[config.mk]
export PLATFORM = sky130hd
export DESIGN_NAME = rsds_isqrt
export DESIGN_NICKNAME = d
export VERILOG_FILES = /design/src/rtl/assert_macros.svh /design/src/rtl/rsds_isqrt.sv
export SDC_FILE = /design/constraint.sdc
export NUM_CORES = 2
export LEC_CHECK = 0
export BUFFER_PORTS_ARGS = -buffer_cell sky130_fd_sc_hd__buf_2
export CAP_MARGIN = 40
export CORE_MARGIN = 2
export CORE_UTILIZATION = 55
export DETAILED_ROUTE_END_ITERATION = 10
export PLACE_DENSITY = 0.69
export SLEW_MARGIN = 15
export SYNTH_ARGS = -nofsm -noshare
export SYNTH_HDL_FRONTEND = slang
export SYNTH_SLANG_ARGS = --single-unit
[constraint.sdc]
create_clock -name clk -period 6.4 [get_ports clk]
set_input_delay 0.32 -clock clk [delete_from_list [all_inputs] [get_ports clk]]
set_output_delay 0.32 -clock clk [all_outputs]
set_load 0.02 [all_outputs]
[src/rtl/assert_macros.svh]
// Assertion helper macros for the ray-sphere shader RTL.
// Included by modules that carry concurrent checks; needs no other file.
`ifndef ASSERT_MACROS_SVH
`define ASSERT_MACROS_SVH

// Implication check, disabled while reset is asserted.
`define RSDS_ASSERT_IMPL(lbl, clk, rst_n, ante, cons) \
    lbl: assert property (@(posedge clk) disable iff (!rst_n) (ante) |-> (cons)) \
        else $error("rsds check failed");

// Condition that must never hold, disabled while reset is asserted.
`define RSDS_ASSERT_NEVER(lbl, clk, rst_n, cond) \
    lbl: assert property (@(posedge clk) disable iff (!rst_n) !(cond)) \
        else $error("rsds check failed");

`endif

[src/rtl/rsds_isqrt.sv]
// Pipelined integer square root, one root bit per register stage.
// Carries a sideband payload alongside; standalone, no package needed.
module rsds_isqrt #(
    parameter int IN_W  = 52,
    parameter int PAY_W = 8
) (
    input  logic                     clk,
    input  logic                     rst_n,
    input  logic                     en,
    input  logic                     in_valid,
    input  logic [IN_W-1:0]          in_rad,
    input  logic [PAY_W-1:0]         in_pay,
    output logic                     out_valid,
    output logic [(IN_W+1)/2-1:0]    out_root,
    output logic [PAY_W-1:0]         out_pay
);

    localparam int RW  = (IN_W + 1) / 2;
    localparam int EW  = 2 * RW;
    localparam int RMW = RW + 2;

    logic [EW-1:0]    rad_reg  [RW];
    logic [EW-1:0]    rad_next [RW];
    logic [RMW-1:0]   rem_reg  [RW];
    logic [RMW-1:0]   rem_next [RW];
    logic [RW-1:0]    root_reg [RW];
    logic [RW-1:0]    root_next[RW];
    logic [PAY_W-1:0] pay_reg  [RW];
    logic [RW-1:0]    vld_reg;

    // Restoring digit-by-digit root: each stage brings down the next bit pair.
    always_comb
    begin
        logic [EW-1:0]  src_rad;
        logic [RMW-1:0] src_rem;
        logic [RW-1:0]  src_root;
        logic [RMW-1:0] rem_t;
        logic [RMW-1:0] trial;
        for (int k = 0; k < RW; k++)
        begin
            if (k == 0)
            begin
                src_rad  = EW'(in_rad);
                src_rem  = '0;
                src_root = '0;
            end
            else
            begin
                src_rad  = rad_reg[k-1];
                src_rem  = rem_reg[k-1];
                src_root = root_reg[k-1];
            end
            rem_t = {src_rem[RMW-3:0], src_rad[EW-1 -: 2]};
            trial = {src_root, 2'b01};
            if (rem_t >= trial)
            begin
                rem_next[k]  = rem_t - trial;
                root_next[k] = {src_root[RW-2:0], 1'b1};
            end
            else
            begin
                rem_next[k]  = rem_t;
                root_next[k] = {src_root[RW-2:0], 1'b0};
            end
            rad_next[k] = {src_rad[EW-3:0], 2'b00};
        end
    end

    always_ff @(posedge clk)
    begin
        if (en)
        begin
            for (int k = 0; k < RW; k++)
            begin
                rad_reg[k]  <= rad_next[k];
                rem_reg[k]  <= rem_next[k];
                root_reg[k] <= root_next[k];
                pay_reg[k]  <= (k == 0) ? in_pay : pay_reg[k-1];
            end
        end
    end

    always_ff @(posedge clk or negedge rst_n)
    begin
        if (!rst_n)
        begin
            vld_reg <= '0;
        end
        else if (en)
        begin
            vld_reg <= {vld_reg[RW-2:0], in_valid};
        end
    end

    assign out_valid = vld_reg[RW-1];
    assign out_root  = root_reg[RW-1];
    assign out_pay   = pay_reg[RW-1];

endmodule

## After elaboration in Yosys (flattened, before gate mapping)

Memories as Yosys holds them, arrays and structs flattened.
Cells that the tools add are included.

| word-level totals | value |
|---|---|
| output and inout bits | 35 |
| memories | 4 |
| input port bits | 64 |
| bits in writable memories | 2,912 |
| register bits | 26 |
| word-level logic and storage cells | 111 |

| cells by class | value |
|---|---|
| order comparisons | 26 |
| muxes and demuxes | 54 |
| add/sub/neg operators | 26 |

Memory list:

| name | words | bits a word | rd ports | clocked after memory_dff | write ports | RTL line | RTL |
|---|---|---|---|---|---|---|---|
| rad_reg | 26 | 50 | 25 | 0 | 26 | rsds_isqrt.sv:22 | `logic [EW-1:0] rad_reg [RW];` |
| rem_reg | 26 | 28 | 25 | 0 | 26 | rsds_isqrt.sv:24 | `logic [RMW-1:0] rem_reg [RW];` |
| root_reg | 26 | 26 | 26 | 0 | 26 | rsds_isqrt.sv:26 | `logic [RW-1:0] root_reg [RW];` |
| pay_reg | 26 | 8 | 26 | 0 | 26 | rsds_isqrt.sv:28 | `logic [PAY_W-1:0] pay_reg [RW];` |

Operators by type and width:

| kind | count |
|---|---|
| 28-bit two-way mux | 26 |
| 28-bit greater-or-equal comparator | 25 |
| 28-bit subtractor | 25 |
| 1-bit two-way mux | 28 |
| 2-bit by 1-bit subtractor with 3-bit output (second input constant) | 1 |
| 2-bit by 1-bit greater-or-equal comparator with 1-bit output (second input constant) | 1 |

## Logic depth before layout (Yosys ltp)

An unclocked memory read counts as a cell.

| logic depth | value |
|---|---|
| depth after elaboration | 3 |
| gate-level depth with buffers | 14 |
| mapped depth without buffers | 13 |

## Worst setup path after synthesis

Ideal clock, no wire load.

| timing path | value |
|---|---|
| path type | reg2reg |
| start | mem rem_reg[1][168] (netlist bit) |
| end | mem rem_reg[1][206] (netlist bit), data pin |
| arrival time | 3.135 ns |
| clock period less this slack | 3.395 ns |
| slack | 3.005 ns |
| data required time | 6.140 ns |
| stages on the path, launching flop included | 14 |
| library setup time | 0.260 ns |
| cell sequence | edfxtp_1 ha_1 nor2b_1 o21ai_0 nand2b_1 a31oi_1 o211ai_1 o21ai_0 o311a_1 clkbuf_1 and2_1 clkbuf_1 buf_2 mux2_2 |

RTL lines:

| what | RTL line |
|---|---|
| start, declared | rsds_isqrt.sv:24 |

==> flow_metrics.env <==
export IMPL_cp_arrival_ns=4.35
export IMPL_finalMaxSlewViolations=0
export IMPL_largest_register_ffs=650
export IMPL_power_density_nw_per_um2=357.4
export IMPL_ys_async_sr_fraction=0.01405
export IMPL_viasPerCell=5.479
export IMPL_synthDistinctLibCells=80
export IMPL_synth_area_leaders="edfxtp_1, ha_1, xnor2_1, xor2_1, a21oi_1"
export IMPL_die_y_um=389.4
export IMPL_synth_cells=5927
export IMPL_swShare=0.2624
export IMPL_fillCellCount=10820
export IMPL_first_iter_violations=2983
export IMPL_cp_required_ns=6.92
export IMPL_yosys_top_cells_count="edfxtp_1, inv_1, ha_1"
export IMPL_grt_max_degree=182
export IMPL_r2r_cells=11
export IMPL_avgSynthCellArea_um2=13.78
export IMPL_wire_per_inst_um=17.10
export IMPL_worstHoldPathType="primary input to async pin"
export IMPL_dpl_hpwl_um=96720
export IMPL_yosysMostFrequentCell="edfxtp_1"
export IMPL_htree_levels=4
export IMPL_setup_worst_path_class="register to register"
export IMPL_combPwrFrac=0.174
export IMPL_end_kind="register"
export IMPL_cts_sinks=1850
export IMPL_yosys_most_used_dff="edfxtp_1"
export IMPL_synth_seq_cells=1850
export IMPL_p_clk_frac=0.337
export IMPL_cts_buffers_inserted=191
export IMPL_nets=6654
export IMPL_cts_clk_slew_worst_paths_ns=0.06
export IMPL_core_um2=147700
export IMPL_drive_gt1_frac=0.08866
export IMPL_tightest_slew_ns=1.038
export IMPL_track_usage=0.1861
export IMPL_grt_overflow=0
export IMPL_fmax_mhz=261.3
export IMPL_finalCritPeriodShare=0.5980
export IMPL_clockBufferDepth=3
export IMPL_leakagePower_nw=34.99
export IMPL_grt_first_pass_wirelength_um=227400
export IMPL_cts_tree="built"
export IMPL_post_place_ws_ns=2.625
export IMPL_timing_setup_tns_ns=0
export IMPL_reg2reg_from="root_reg[1][131]$_DFFE_PP_"
export IMPL_final_setup_skew_ns=0.03169
export IMPL_start_kind="register"
export IMPL_maxCapViolCount=0
export IMPL_row_count=141
export IMPL_drtPass1Iterations=6
export IMPL_synthAdderAreaFrac=0.05806
export IMPL_syn_area_um2=81680
export IMPL_crit_path_max_fanout=45
export IMPL_cts_setup_buffers=0
export IMPL_routed_wl_um=142000
export IMPL_synthMuxAreaShare=0.01333
export IMPL_antenna_found_initial=0
export IMPL_dieWidth_um=389.4
export IMPL_synth_top_family_by_area="simple AND/OR/NAND/NOR gates"
export IMPL_r2r_end="rem_reg[1][185]$_DFFE_PP_"
export IMPL_synth_compound_area_frac=0.08347
export IMPL_start_util=0.5532
export IMPL_seq_area_frac_synth=0.6785
export IMPL_max_vdd_ir_drop_mv=0.2740
export IMPL_pwr_share_seq=0.489
export IMPL_power_switching_w=0.008597
export IMPL_critPathCapture="rem_reg[1][185]$_DFFE_PP_"
export IMPL_layout_setup_ws_ns=2.573
export IMPL_drc_errors=0
export IMPL_yosys_area_top_type="edfxtp_1"
export IMPL_setup_violations=0
export IMPL_yosysWarningCount=0
export IMPL_reg2reg_slack_ns=2.57
export IMPL_portBuffers=98
export IMPL_cts_root_buf="clkbuf_16"
export IMPL_antenna_left=0
export IMPL_grt_pass1_vias=44420
export IMPL_synth_enable_flop_cells=1824
export IMPL_fin_util=0.6208
export IMPL_synth_top_area_share=0.6706
export IMPL_syn2layout_area_growth_pct=12.22
export IMPL_synth_nets=6370
export IMPL_period_needed_ns=3.827
export IMPL_gp_congestion=0.8748
export IMPL_clock_latency_ns=0.80
export IMPL_status="finished, final reports clean"
export IMPL_diodes=0
export IMPL_ios=99
export IMPL_grt_setup_unrepaired="no"
export IMPL_fp_dieArea_um2=151600
export IMPL_route_vias_total=45490
export IMPL_p_int_w=0.02417
export IMPL_crit_start="root_reg[1][131]$_DFFE_PP_"
export IMPL_hold_viol_final=0
export IMPL_synth_simple_area_share=0.08567
export IMPL_synth_xor_area_frac=0.05426
export IMPL_relSlewSlack=0.3082
[worst min path at each step]
| stage | start | slack, ns | cells past startpoint | end |
|---|---|---|---|---|
| finish | rst_n | 0.06 | 2 | vld_reg[0]$_DFFE_PN0P_ |
| detailed placement | rst_n | 0.36 | 1 | vld_reg[0]$_DFFE_PN0P_ |
| CTS | rst_n | 0.02 | 2 | vld_reg[2]$_DFFE_PN0P_ |
| floorplan | rst_n | 0.02 | 0 | vld_reg[0]$_DFFE_PN0P_ |
| global route | rst_n | 0.07 | 2 | vld_reg[0]$_DFFE_PN0P_ |
| global placement | rst_n | 0.34 | 1 | vld_reg[0]$_DFFE_PN0P_ |
[cells by family after synthesis]
family / Yosys count
DFF: 1850
buffers and inverters: 578
AOI/OAI and AO/OA: 1112
xor gates and xnor gates: 506
muxes: 97
other: 1
and+or+nand+nor: 1404
adders and majority gates: 379
[metal layers]
layer	track usage	vias up	share of wire
met2	0.3091	971	0.48
met1	0.2493	21710	0.45
met4	0.06991	0	0.033
li1	-	22540	-
met3	0.02824	272	0.042
met5	0	-	0
[critical path, cell delays in order (launching register included)]
cell and delay, ns:
edfxtp_1 0.37, inv_1 0.05, ha_1 0.34, o21ai_0 0.38, a21oi_1 0.15, o41ai_1 0.67
o31a_1 0.31, o21bai_1 0.15, a21oi_1 0.21, and2_1 0.15, buf_4 0.38, mux2_2 0.39
[layout make-up]
class,count,area (um2),share of cell area
clock buffer,229,5037,0.05495
sequential,1850,55420,0.6046
clock inverter,126,1349,0.01471
timing repair buffer,197,1553,0.01694
multi-input combinational,3499,24120,0.2631
tap,1930,2415,0.02634
inverter,472,1772,0.01933
[power by group through the flow]
stage / Combinational [W] / Sequential, W / Clock, W
2_1_floorplan: 0.00428 / 0.0159 / 0
3_3_place_gp: 0.00551 / 0.0162 / 0
3_5_place_dp: 0.00562 / 0.0163 / 0
4_1_cts: 0.00570 / 0.0160 / 0.0114
5_1_grt: 0.00640 / 0.0162 / 0.0118
6_report: 0.00569 / 0.0160 / 0.0110
[stage by stage]
step	hold slack, ns	area (um2)	power (W)	std cells
after floorplan	0.02441	81680	0.02021	5927
after global placement	0.3387	84610	0.02174	7881
after detailed placement	0.3602	84650	0.02188	7885
after CTS	0.01771	91670	0.03309	8303
after global routing	0.07370	91670	0.03440	8303
final	0.06103	91670	0.03276	8303
[cells in the final DEF, fill, tap and decap left out, types with 98 or more instances in the layout]
cell / netlist / routed
clkbuf_16: 0 / 195
a21o_1: 133 / 133
buf_2: 5 / 98
xnor2_1: 292 / 292
o21ai_0: 283 / 283
nand2_1: 356 / 356
nor3_1: 142 / 141
inv_1: 469 / 469
nor2_1: 341 / 341
edfxtp_1: 1824 / 1824
ha_1: 379 / 379
xor2_1: 214 / 214
a21oi_1: 361 / 361
[timing repair]
item                                   CTS  global route
resized for setup                        0             0
hold buffers                            63             0
endpoints found under the hold margin   88             0
No activity file was read; power rests on OpenSTA's default activity.
